==> src/design/abfc_pkg.sv <==
// Shared types, codes and reset constants for the adaptive batch flush controller.
`timescale 1ns / 1ps
`default_nettype none

package abfc_pkg;

    // Request kinds carried on s_tuser
    typedef enum logic [1:0] {
        CMD_APPEND  = 2'd0,
        CMD_PRESENT = 2'd1,
        CMD_TICK    = 2'd2,
        CMD_RTT     = 2'd3
    } abfc_cmd_t;

    // Configuration register indexes
    typedef enum logic [2:0] {
        REG_INIT_CMD_LIMIT  = 3'd0,
        REG_INIT_BYTE_LIMIT = 3'd1,
        REG_FLUSH_ON_PRES   = 3'd2,
        REG_ADAPTIVE_MODE   = 3'd3,
        REG_MAX_INTERVAL    = 3'd4,
        REG_RTT_ALPHA       = 3'd5
    } abfc_reg_t;

    localparam int CMD_LIM_W  = 11;
    localparam int BYTE_LIM_W = 21;
    localparam int CNT_W      = 16;
    localparam int BYTES_W    = 24;
    localparam int TICKS_W    = 32;
    localparam int RTT_W      = 16;
    localparam int ALPHA_W    = 9;
    localparam int IVL_W      = 16;
    localparam int CFG_DATA_W = 21;
    localparam int CFG_IDX_W  = 3;

    localparam logic [CMD_LIM_W-1:0]  RST_CMD_LIMIT  = 11'd64;
    localparam logic [BYTE_LIM_W-1:0] RST_BYTE_LIMIT = 21'd65536;
    localparam logic                  RST_FLUSH_PRES = 1'b1;
    localparam logic                  RST_ADAPTIVE   = 1'b0;
    localparam logic [IVL_W-1:0]      RST_INTERVAL   = 16'd16;
    localparam logic [ALPHA_W-1:0]    RST_ALPHA      = 9'd32;
    localparam logic [ALPHA_W-1:0]    ALPHA_ONE      = 9'd256;

    // RTT thresholds for limit adaptation (ms)
    localparam logic [RTT_W-1:0] RTT_LOW  = 16'd5;
    localparam logic [RTT_W-1:0] RTT_HIGH = 16'd30;

    // Static configuration seen by the datapath
    typedef struct packed {
        logic               present_flush_en;
        logic               adaptive_mode;
        logic [IVL_W-1:0]   max_interval;
        logic [ALPHA_W-1:0] rtt_alpha;
    } abfc_cfg_t;

    // Live limit loads from a configuration write
    typedef struct packed {
        logic                  cmd_load;
        logic [CMD_LIM_W-1:0]  cmd_value;
        logic                  byte_load;
        logic [BYTE_LIM_W-1:0] byte_value;
    } abfc_lim_load_t;

    // One input request
    typedef struct packed {
        abfc_cmd_t      cmd;
        logic [15:0]    cmd_bytes;
        logic [RTT_W-1:0] rtt_ms;
    } abfc_item_t;

    // One result
    typedef struct packed {
        logic                  flushed;
        logic [CNT_W-1:0]      batch_count;
        logic [BYTES_W-1:0]    batch_bytes;
        logic [RTT_W-1:0]      avg_rtt;
        logic [CMD_LIM_W-1:0]  live_cmd_limit;
        logic [BYTE_LIM_W-1:0] live_byte_limit;
    } abfc_result_t;

    // Clamp to [lo, hi], upper bound applied last
    function automatic logic [31:0] clamp32(input logic [31:0] v,
                                            input logic [31:0] lo,
                                            input logic [31:0] hi);
        logic [31:0] t;
        begin
            t = (v < lo) ? lo : v;
            clamp32 = (t > hi) ? hi : t;
        end
    endfunction

endpackage

`default_nettype wire

==> src/design/abfc_cfg.sv <==
// Configuration register file and live limit load pulses.
`timescale 1ns / 1ps
`default_nettype none

module abfc_cfg
    import abfc_pkg::*;
(
    input  wire logic                  aclk,
    input  wire logic                  aresetn,
    input  wire logic                  wr_en,
    input  wire logic [CFG_IDX_W-1:0]  wr_index,
    input  wire logic [CFG_DATA_W-1:0] wr_data,
    output abfc_cfg_t                  cfg,
    output abfc_lim_load_t             lim_load
);

    logic               fop_reg, fop_next;
    logic               adapt_reg, adapt_next;
    logic [IVL_W-1:0]   ivl_reg, ivl_next;
    logic [ALPHA_W-1:0] alpha_reg, alpha_next;
    abfc_reg_t          idx;

    assign idx = abfc_reg_t'(wr_index);

    // Register decode
    always_comb begin
        fop_next   = fop_reg;
        adapt_next = adapt_reg;
        ivl_next   = ivl_reg;
        alpha_next = alpha_reg;
        lim_load   = '0;
        lim_load.cmd_value  = wr_data[CMD_LIM_W-1:0];
        lim_load.byte_value = wr_data[BYTE_LIM_W-1:0];
        if (wr_en) begin
            case (idx)
                REG_INIT_CMD_LIMIT:  lim_load.cmd_load  = 1'b1;
                REG_INIT_BYTE_LIMIT: lim_load.byte_load = 1'b1;
                REG_FLUSH_ON_PRES:   fop_next   = wr_data[0];
                REG_ADAPTIVE_MODE:   adapt_next = wr_data[0];
                REG_MAX_INTERVAL:    ivl_next   = wr_data[IVL_W-1:0];
                REG_RTT_ALPHA:       alpha_next = wr_data[ALPHA_W-1:0];
                default: ;
            endcase
        end
    end

    always_ff @(posedge aclk) begin
        if (!aresetn) begin
            fop_reg   <= RST_FLUSH_PRES;
            adapt_reg <= RST_ADAPTIVE;
            ivl_reg   <= RST_INTERVAL;
            alpha_reg <= RST_ALPHA;
        end else begin
            fop_reg   <= fop_next;
            adapt_reg <= adapt_next;
            ivl_reg   <= ivl_next;
            alpha_reg <= alpha_next;
        end
    end

    assign cfg.present_flush_en = fop_reg;
    assign cfg.adaptive_mode    = adapt_reg;
    assign cfg.max_interval     = ivl_reg;
    assign cfg.rtt_alpha        = alpha_reg;

endmodule

`default_nettype wire

==> src/design/abfc_core.sv <==
// Batch state registers and the single-pass update for one request.
`timescale 1ns / 1ps
`default_nettype none

module abfc_core
    import abfc_pkg::*;
#(
    parameter int MIN_CMD_LIMIT  = 8,
    parameter int MAX_CMD_LIMIT  = 1024,
    parameter int MIN_BYTE_LIMIT = 4096,
    parameter int MAX_BYTE_LIMIT = 1048576
) (
    input  wire logic     aclk,
    input  wire logic     aresetn,
    input  wire logic     commit,
    input  abfc_item_t    item,
    input  abfc_cfg_t     cfg,
    input  abfc_lim_load_t lim_load,
    output abfc_result_t  result
);

    localparam logic [31:0] MIN_C = 32'(MIN_CMD_LIMIT);
    localparam logic [31:0] MAX_C = 32'(MAX_CMD_LIMIT);
    localparam logic [31:0] MIN_B = 32'(MIN_BYTE_LIMIT);
    localparam logic [31:0] MAX_B = 32'(MAX_BYTE_LIMIT);

    logic [CNT_W-1:0]      count_reg, count_next;
    logic [BYTES_W-1:0]    bytes_reg, bytes_next;
    logic [TICKS_W-1:0]    ticks_reg, ticks_next;
    logic [RTT_W-1:0]      rtt_reg, rtt_next;
    logic [CMD_LIM_W-1:0]  clim_reg, clim_next;
    logic [BYTE_LIM_W-1:0] blim_reg, blim_next;

    logic [CNT_W-1:0]      app_count;
    logic [BYTES_W:0]      byte_sum;
    logic [BYTES_W-1:0]    app_bytes;
    logic                  app_hit;
    logic                  do_flush;
    logic [CNT_W-1:0]      fl_count;
    logic [BYTES_W-1:0]    fl_bytes;
    logic [CMD_LIM_W-1:0]  clim_adapt;
    logic [BYTE_LIM_W-1:0] blim_adapt;
    logic [ALPHA_W-1:0]    alpha_eff;
    logic signed [RTT_W:0]       rtt_diff;
    logic signed [RTT_W+ALPHA_W+1:0] rtt_prod;
    logic signed [RTT_W+ALPHA_W+1:0] rtt_step;

    // Append totals, saturating
    assign app_count = (count_reg == '1) ? count_reg : count_reg + 1'b1;
    assign byte_sum  = {1'b0, bytes_reg} + {{(BYTES_W-16+1){1'b0}}, item.cmd_bytes};
    assign app_bytes = byte_sum[BYTES_W] ? {BYTES_W{1'b1}} : byte_sum[BYTES_W-1:0];
    assign app_hit   = (app_count >= {{(CNT_W-CMD_LIM_W){1'b0}}, clim_reg})
                    || (app_bytes >= {{(BYTES_W-BYTE_LIM_W){1'b0}}, blim_reg})
                    || ((cfg.max_interval != '0)
                        && (ticks_reg >= {{(TICKS_W-IVL_W){1'b0}}, cfg.max_interval}));

    // Flush decision and batch totals
    always_comb begin
        do_flush = 1'b0;
        fl_count = count_reg;
        fl_bytes = bytes_reg;
        case (item.cmd)
            CMD_APPEND: begin
                do_flush = app_hit;
                fl_count = app_count;
                fl_bytes = app_bytes;
            end
            CMD_PRESENT: do_flush = cfg.present_flush_en && (count_reg != '0);
            default: ;
        endcase
    end

    // Limit adaptation from the smoothed RTT
    always_comb begin
        clim_adapt = clim_reg;
        blim_adapt = blim_reg;
        if (cfg.adaptive_mode) begin
            if (rtt_reg < RTT_LOW) begin
                clim_adapt = CMD_LIM_W'(clamp32(32'(clim_reg >> 1), MIN_C, MAX_C));
                blim_adapt = BYTE_LIM_W'(clamp32(32'(blim_reg >> 1), MIN_B, MAX_B));
            end else if (rtt_reg > RTT_HIGH) begin
                clim_adapt = CMD_LIM_W'(clamp32(
                    (32'({clim_reg, 1'b0}) > MAX_C) ? MAX_C : 32'({clim_reg, 1'b0}),
                    MIN_C, MAX_C));
                blim_adapt = BYTE_LIM_W'(clamp32(
                    (32'({blim_reg, 1'b0}) > MAX_B) ? MAX_B : 32'({blim_reg, 1'b0}),
                    MIN_B, MAX_B));
            end
        end
    end

    // RTT average: old + floor(a * (rtt - old) / 256)
    assign alpha_eff = (cfg.rtt_alpha > ALPHA_ONE) ? ALPHA_ONE : cfg.rtt_alpha;
    assign rtt_diff  = $signed({1'b0, item.rtt_ms}) - $signed({1'b0, rtt_reg});
    assign rtt_prod  = $signed({1'b0, alpha_eff}) * rtt_diff;
    assign rtt_step  = rtt_prod >>> 8;

    // Next state
    always_comb begin
        count_next = count_reg;
        bytes_next = bytes_reg;
        ticks_next = ticks_reg;
        rtt_next   = rtt_reg;
        clim_next  = clim_reg;
        blim_next  = blim_reg;
        if (commit) begin
            case (item.cmd)
                CMD_APPEND: begin
                    count_next = app_count;
                    bytes_next = app_bytes;
                end
                CMD_TICK: begin
                    if (ticks_reg != '1) begin
                        ticks_next = ticks_reg + 1'b1;
                    end
                end
                CMD_RTT: rtt_next = rtt_reg + rtt_step[RTT_W-1:0];
                default: ;
            endcase
            if (do_flush) begin
                count_next = '0;
                bytes_next = '0;
                ticks_next = '0;
                clim_next  = clim_adapt;
                blim_next  = blim_adapt;
            end
        end
        if (lim_load.cmd_load) begin
            clim_next = lim_load.cmd_value;
        end
        if (lim_load.byte_load) begin
            blim_next = lim_load.byte_value;
        end
    end

    always_ff @(posedge aclk) begin
        if (!aresetn) begin
            count_reg <= '0;
            bytes_reg <= '0;
            ticks_reg <= '0;
            rtt_reg   <= '0;
            clim_reg  <= RST_CMD_LIMIT;
            blim_reg  <= RST_BYTE_LIMIT;
        end else begin
            count_reg <= count_next;
            bytes_reg <= bytes_next;
            ticks_reg <= ticks_next;
            rtt_reg   <= rtt_next;
            clim_reg  <= clim_next;
            blim_reg  <= blim_next;
        end
    end

    // Result for this request
    assign result.flushed         = do_flush;
    assign result.batch_count     = do_flush ? fl_count : '0;
    assign result.batch_bytes     = do_flush ? fl_bytes : '0;
    assign result.avg_rtt         = rtt_next;
    assign result.live_cmd_limit  = do_flush ? clim_adapt : clim_reg;
    assign result.live_byte_limit = do_flush ? blim_adapt : blim_reg;

endmodule

`default_nettype wire

==> src/design/adaptive_batch_flush_controller.sv <==
// Top level: input register, batch update core, result register and config port.
//
//  Channel  Direction  Handshake          Payload
//  s_       in         s_tvalid/s_tready  s_tuser = cmd, s_tdata = cmd_bytes, rtt_ms
//  m_       out        m_tvalid/m_tready  m_tuser = flushed, m_tdata = batch fields
//  cfg_     in         cfg_valid/cfg_ready cfg_index, cfg_data
//
//  One request per cycle sustained while m_tready keeps the result register draining;
//  m_tvalid rises once a request has passed the input register and then the result
//  register. Throughput is set by the single-pass state update in the core.
//  aresetn is synchronous, active low; it clears state, config and both valid bits.
//  A stalled m_ side holds its result; s_tready stays high while the input register
//  can drain into the result register in the same cycle.
`timescale 1ns / 1ps
`default_nettype none

module adaptive_batch_flush_controller
    import abfc_pkg::*;
#(
    parameter int MIN_CMD_LIMIT  = 8,
    parameter int MAX_CMD_LIMIT  = 1024,
    parameter int MIN_BYTE_LIMIT = 4096,
    parameter int MAX_BYTE_LIMIT = 1048576
) (
    input  wire logic                  aclk,
    input  wire logic                  aresetn,
    input  wire logic                  s_tvalid,
    output logic                       s_tready,
    input  wire logic [31:0]           s_tdata,   // [15:0] cmd_bytes, [31:16] rtt_ms
    input  wire logic [1:0]            s_tuser,   // [1:0] cmd
    output logic                       m_tvalid,
    input  wire logic                  m_tready,
    output logic [87:0]                m_tdata,   // [15:0] batch_count, [39:16] batch_bytes,
                                                  // [55:40] avg_rtt, [66:56] live_cmd_limit,
                                                  // [87:67] live_byte_limit
    output logic [0:0]                 m_tuser,   // [0] flushed
    input  wire logic                  cfg_valid,
    output logic                       cfg_ready,
    input  wire logic [CFG_IDX_W-1:0]  cfg_index,
    input  wire logic [CFG_DATA_W-1:0] cfg_data
);

    logic           in_valid_reg, in_valid_next;
    abfc_item_t     item_reg;
    logic           out_valid_reg, out_valid_next;
    abfc_result_t   res_reg;
    logic           advance;
    abfc_result_t   result;
    abfc_cfg_t      cfg;
    abfc_lim_load_t lim_load;

    assign cfg_ready = 1'b1;

    abfc_cfg u_cfg (
        .aclk     (aclk),
        .aresetn  (aresetn),
        .wr_en    (cfg_valid),
        .wr_index (cfg_index),
        .wr_data  (cfg_data),
        .cfg      (cfg),
        .lim_load (lim_load)
    );

    abfc_core #(
        .MIN_CMD_LIMIT  (MIN_CMD_LIMIT),
        .MAX_CMD_LIMIT  (MAX_CMD_LIMIT),
        .MIN_BYTE_LIMIT (MIN_BYTE_LIMIT),
        .MAX_BYTE_LIMIT (MAX_BYTE_LIMIT)
    ) u_core (
        .aclk     (aclk),
        .aresetn  (aresetn),
        .commit   (advance),
        .item     (item_reg),
        .cfg      (cfg),
        .lim_load (lim_load),
        .result   (result)
    );

    // Pipeline flow control
    assign advance        = in_valid_reg && (!out_valid_reg || m_tready);
    assign s_tready       = !in_valid_reg || advance;
    assign in_valid_next  = (s_tvalid && s_tready) || (in_valid_reg && !advance);
    assign out_valid_next = advance || (out_valid_reg && !m_tready);

    always_ff @(posedge aclk) begin
        if (!aresetn) begin
            in_valid_reg  <= 1'b0;
            out_valid_reg <= 1'b0;
        end else begin
            in_valid_reg  <= in_valid_next;
            out_valid_reg <= out_valid_next;
        end
    end

    // Payload registers
    always_ff @(posedge aclk) begin
        if (s_tvalid && s_tready) begin
            item_reg.cmd       <= abfc_cmd_t'(s_tuser);
            item_reg.cmd_bytes <= s_tdata[15:0];
            item_reg.rtt_ms    <= s_tdata[31:16];
        end
        if (advance) begin
            res_reg <= result;
        end
    end

    assign m_tvalid = out_valid_reg;
    assign m_tuser  = res_reg.flushed;
    assign m_tdata  = {res_reg.live_byte_limit, res_reg.live_cmd_limit, res_reg.avg_rtt,
                       res_reg.batch_bytes, res_reg.batch_count};

endmodule

`default_nettype wire

==> config.mk <==
export PLATFORM = sky130hd
export DESIGN_NAME = adaptive_batch_flush_controller
export DESIGN_NICKNAME = d
export VERILOG_FILES = /design/src/design/abfc_pkg.sv /design/src/design/abfc_cfg.sv /design/src/design/abfc_core.sv /design/src/design/adaptive_batch_flush_controller.sv
export SDC_FILE = /design/constraint.sdc
export NUM_CORES = 1
export LEC_CHECK = 0
export BUFFER_PORTS_ARGS = -buffer_cell sky130_fd_sc_hd__buf_2
export CAP_MARGIN = 30
export CORE_MARGIN = 10
export CORE_UTILIZATION = 62
export CTS_CLUSTER_SIZE = 16
export DETAILED_ROUTE_END_ITERATION = 12
export GPL_ROUTABILITY_DRIVEN = 0
export PLACE_DENSITY = 0.82
export SLEW_MARGIN = 20
export SYNTH_ARGS = -nofsm -noshare
export SYNTH_HDL_FRONTEND = slang
export SYNTH_HIERARCHICAL = 1
export SYNTH_SLANG_ARGS = --single-unit
==> constraint.sdc <==
create_clock -name aclk -period 9.9 [get_ports aclk]
set_clock_uncertainty 0.15 [all_clocks]
set_input_delay 1.485 -clock aclk [delete_from_list [all_inputs] [get_ports aclk]]
set_output_delay 1.485 -clock aclk [all_outputs]
set_load 0.02 [all_outputs]
==> flow_summary.ini, run 1 <==
[outcome]
status = finished clean

[synth]
synth_edf_count = 123
netlist.area_leader.share = 0.177
synth_area_leaders = edfxtp_1 18%, dfxtp_1 14%, fa_1 11%
synthTopCellsByCount = 261 x nand2_1, 240 x inv_1, 171 x nor2_1
synthFlopType = dfxtp_1
syn_area_um2 = 20800
yosysWarnings = 6
syn_area_per_cell_um2 = 8.95
synth_cell_types = 97
seq_area_frac_synth = 0.320
yosysTopAreaCell = edfxtp_1
post-synth-top-count-cell = nand2_1
synthCells = 2329
synth_nets = 2662
ys_ff_latch = 272
synth-async-reset-ratio = 0

[routing]
drtIter0Drc = 1979
drtAntennaViolNets = 0
wl_per_cell_um = 19.9
viasPerCell = 6.20
vias = 17880
drtPass1Iterations = 7
drt_wl_total_mm = 57.4
route.detailed.drc = 0

[pwr]
p_total_mw = 3.31
p_leak_nw = 9.67
ir_drop_mv = 0.164
powerDensity_nw_per_um2 = 145

[worst_setup_path]
cpMostUsedCell = inv_1
worstPathMaxFanout = 9
worst_path_largest_cell_delay_ns = 0.53
cp-start-kind = flip-flop
crit_path_end_kind = flip-flop
required_ns = 10.09
path_class = reg -> reg
cp_num_buf_inv = 9
cp_top_family = adder cells
slowest_stage = fa_1
worstPathArrival_ns = 9.69

[floorplan]
core_um2 = 33400
die_x_um = 203
die_h_um = 203
io_pins = 155
dieArea_um2 = 41300
initial_core_util = 0.625
rows = 67

[clocking]
insertion_delay_ns = 0.60
cts_max_level = 1
hold_buffers = 0
cts_tree = yes
path_clk_slew_ns = 0.06
cts_sinks = 272
cts-root-buf = clkbuf_16
cts_buffers = 30
cts_buffer_depth = 3

[hold_path]
hold_path.class = reg -> reg

[finish]
largest_reg_flops = 88
fin_area_um2 = 22800
fin_nets = 2745
drive_gt1_frac = 0.116
fin_util = 0.683
area_delta_synth_final_pct = 9.41
fin_cells = 2885

[grt]
grt_usage = 0.268
grt_max_degree = 82
grt_pass1_vias = 17048
overflow = 0
grt_pass1_wl_mm = 90.3
antenna_found_initial = 1

[place]
io_buffers = 153
place_ws_ns = 0.201
hpwl_mm = 42.8
place_area_um2 = 21700
dpl.cell_count = 2825

[sta]
maxSlewHeadroom = 0.307
clock.fmax_mhz = 105
period_needed_ns = 9.50
hold_viol = 0
whs_ns = 0.327
grt_setup_unrepaired = false
worst_slew_pin_slew_ns = 1.04
period_share = 0.960
setup_tns_ns = 0
fin_ws_ns = 0.399
setup_viol = 0
maxSlewViolCount = 0

[flow_run]
maxCapViolations = 0
worst min-delay path: stages (launching register included):
cell     delay, ns
dfxtp_1       0.31
nand2_1       0.05
mux2i_1       0.07
where the power goes:
| part | switching, mW | internal (mW) |
|---|---|---|
| Combinational | 0.604 | 0.338 |
| Sequential | 0.0259 | 1.21 |
| Clock | 0.477 | 0.645 |
cell type report:
type | count | area (um2)
antenna | 1 | 2.50
clock buffer | 42 | 836
clock inverter | 14 | 156
fill | 2591 | 10600
inverter | 242 | 908
multi-input combinational | 1683 | 12600
sequential | 272 | 6680
tap | 448 | 561
timing repair buffer | 183 | 1020
repair_timing:
| item | CTS | global route |
|---|---|---|
| endpoints found under the setup margin | 0 | 2 |
| buffers inserted | 0 | 0 |
| resized for setup | 0 | 7 |
placed cells by master, fill, tap and decap left out, types with 22 or more instances in the layout:
master / netlist / layout
nand2_1: 261 / 261
inv_1: 240 / 240
nor2_1: 171 / 170
buf_2: 13 / 152
ha_1: 151 / 151
dfxtp_1: 149 / 148
edfxtp_1: 123 / 123
a21oi_1: 124 / 122
o21ai_0: 121 / 121
fa_1: 119 / 119
xnor2_1: 65 / 65
nand3_1: 64 / 64
and2_1: 51 / 51
nor3_1: 47 / 46
mux2i_1: 45 / 45
nor2b_1: 39 / 38
a21o_1: 31 / 31
clkbuf_16: 0 / 30
buf_4: 42 / 28
nand2b_1: 27 / 27
or3_1: 25 / 25
xor2_1: 24 / 24
nand4_1: 24 / 24
o21a_1: 22 / 22
layer usage:
layer  share of wire  global-route usage  up-vias  wire length [um]
met5               0                   0        -                 0
met4           0.028              0.0807        0              1600
met3            0.10              0.0463      142              5990
met2            0.46               0.432     1001             26500
met1            0.41               0.362     8536             23400
li1                -                   -     8201                 -
worst paths after layout:
check,from,end,slack [ns],cells after the start
hold reg to reg,u_cfg/alpha_reg[3],u_cfg/alpha_reg[3],0.33,2
setup reg to reg,u_core/rtt_reg[2],m_tdata[55],0.40,39
hold / removal,u_cfg/alpha_reg[3],u_cfg/alpha_reg[3],0.33,2
setup / recovery,u_core/rtt_reg[2],m_tdata[55],0.40,39
cells by family (layout without fill, tap and decap cells):
logic type / count (synthesis) / after routing / share of synthesized area
simple gates: 805 / 805 / 0.190
compound gates: 469 / 469 / 0.145
buf+inv: 374 / 481 / 0.0776
flops: 272 / 272 / 0.320
fa+ha+maj: 270 / 270 / 0.205
xor+xnor: 89 / 89 / 0.0374
mux: 49 / 49 / 0.0238
other cells: 1 / 2 / 0.000180
No activity file was read; power rests on OpenSTA's default activity.
==> run 2, diff against run 1 <==
Settings changed: CORE_UTILIZATION 62 to 56, PLACE_DENSITY 0.82 to 0.78.
Clock period 9.9 ns to 7.7 ns, I/O delays scaled along.
==> run 2 against run 1 <==
  * The run now ends with negative setup slack left
  * Register-to-register slack lost 1.6 ns
  * Sequential power grew 28%
  * Critical path type unchanged
  * Wire length grew 8.6%
  * Sequential share of layout area shrank 2.6 points
  * Worst hold slack lost 0.015 ns
  * Non-clock buffer count grew 198
  * Highest routed layer unchanged
  * Total power grew 46%
  * Final cell count grew 7.6%
  * Final area grew 9.9%
  * Flip-flop and latch count is the same
==> flow_summary.ini, run 2 (synthesized netlist as in run 1, its figures left out) <==
[outcome]
status = complete, but fails checks
violations = negative setup slack

[clocking]
insertion_delay_ns = 0.61
cts_buffers = 30
cts-root-buf = clkbuf_16
cts_sinks = 272
cts_buffer_depth = 3
cts_max_level = 1
path_clk_slew_ns = 0.07
cts_tree = yes

[sta]
fin_ws_ns = -1.23
setup_viol = 22
grt_setup_unrepaired = true
maxSlewHeadroom = 0.356
maxSlewViolCount = 0
period_share = 1.16
period_needed_ns = 8.93
worst_slew_pin_slew_ns = 0.966
clock.fmax_mhz = 112
hold_viol = 0

[worst_setup_path]
cp-start-kind = flip-flop
cpMostUsedCell = buf_4
worst_path_largest_cell_delay_ns = 0.55
required_ns = 8.08
crit_path_end_kind = flip-flop
path_class = reg -> reg
worstPathMaxFanout = 3
slowest_stage = fa_1
worstPathArrival_ns = 9.31

[routing]
drtAntennaViolNets = 0
drtIter0Drc = 2150
drt_wl_total_mm = 62.3
route.met3.wl_mm = 6.47
route.detailed.drc = 0
drt-met1-wl_mm = 24.9
drtPass1Iterations = 6
viasPerCell = 6.07
vias = 18854
wl_per_cell_um = 20.1
top_layer = met4
wl_met2_mm = 28.6

[grt]
grt_usage = 0.263
grt_max_degree = 77
grt_pass1_wl_mm = 96.2
overflow = 0
grt_pass1_vias = 18377
antenna_found_initial = 2

[floorplan]
core_um2 = 36700
initial_core_util = 0.568
die_x_um = 213
dieArea_um2 = 45300
die_h_um = 213
rows = 70
io_pins = 155

[finish]
fin_nets = 2943
fin_util = 0.683
area_delta_synth_final_pct = 20.3
largest_reg_flops = 88
drive_gt1_frac = 0.226
final_cell_mix = 256 x nand2_1, 226 x inv_1, 211 x buf_4, 160 x nor2_1, 152 x buf_2
layout_commonest_cell = nand2_1
fillers = 2655

[pwr]
p_leak_nw = 10.9
powerDensity_nw_per_um2 = 193
ir_drop_mv = 0.183

[place]
hpwl_mm = 45.2
place_ws_ns = -1.34
io_buffers = 153

[flow_run]
maxCapViolations = 0

[hold_path]
hold_path.class = reg -> reg
[run 2: cell types whose count changed in the layout (fill, tap and decap cells not counted), moves of 14 or more]
| cell | before | now |
|---|---|---|
| o21ai_0 | 121 | 99 |
| inv_2 | 1 | 15 |
| buf_6 | 0 | 16 |
| buf_4 | 28 | 211 |
| ha_1 | 151 | 134 |
| a21oi_1 | 122 | 108 |
| inv_1 | 240 | 226 |
[run 2: where the power goes]
part | total (mW) | switching [mW] | internal, mW
combinational | 1.70 | 0.952 | 0.752
clock | 1.54 | 0.640 | 0.897
sequential | 1.59 | 0.0306 | 1.56
[run 2: path summary, 6_finish.rpt]
check,from,to,slack [ns],cells past startpoint
worst min register to register,u_core/bytes_reg[0],u_core/bytes_reg[0],0.31,2
worst max register to register,item_reg[1],u_core/rtt_reg[15],-1.23,41
worst max-delay path,item_reg[1],u_core/rtt_reg[15],-1.23,41
worst min-delay path,u_core/bytes_reg[0],u_core/bytes_reg[0],0.31,2
[run 2: area by class of cell]
class                   count  area [um2]  area share
repair buffers            381        2550       0.102
diodes                      3        7.51    0.000300
multi-input cells        1683       13300       0.529
well taps                 468         586      0.0234
inverters                 242         908      0.0362
clock inverters            13         155     0.00619
clock buffers              43         912      0.0364
flip-flops and latches    272        6680       0.266
[run 2: worst max-delay path: cells and delay by family (launching register included)]
family / cells / cell delay, ns
xor+xnor: 3 / 0.52
flops: 1 / 0.41
fa+ha+maj: 8 / 3.33
simple gates: 10 / 1.33
buf+inv: 9 / 1.09
compound gates: 11 / 2.00
[run 2: timing repair]
action | 4_1_cts | 5_1_grt
gates resized for setup | 100 | 59
buffers inserted | 24 | 18
hold buffers | 0 | 0
gates cloned | 0 | 0
endpoints found under the setup margin | 18 | 23
pin swaps | 84 | 80
[run 2: metrics by stage]
stage	area, um2	TNS, ns	power (mW)	cells	hold WS [ns]
after global placement	23100	-6.78	2.98	3007	0.293
after CTS	24700	-6.88	4.68	3084	0.313
final	25100	-12.70	4.83	3105	0.312
after global routing	25100	-19.31	5.04	3103	0.338
after floorplan	20900	-2.49	2.50	2329	0.280
after detailed placement	23100	-11.19	3.03	3008	0.304
[run 2: per-layer routing]
layer / vias up / global-route usage
li1: 8589 / -
met1: 9058 / 0.348
met2: 1038 / 0.423
met3: 169 / 0.0493
met4: 0 / 0.0916
met5: - / 0
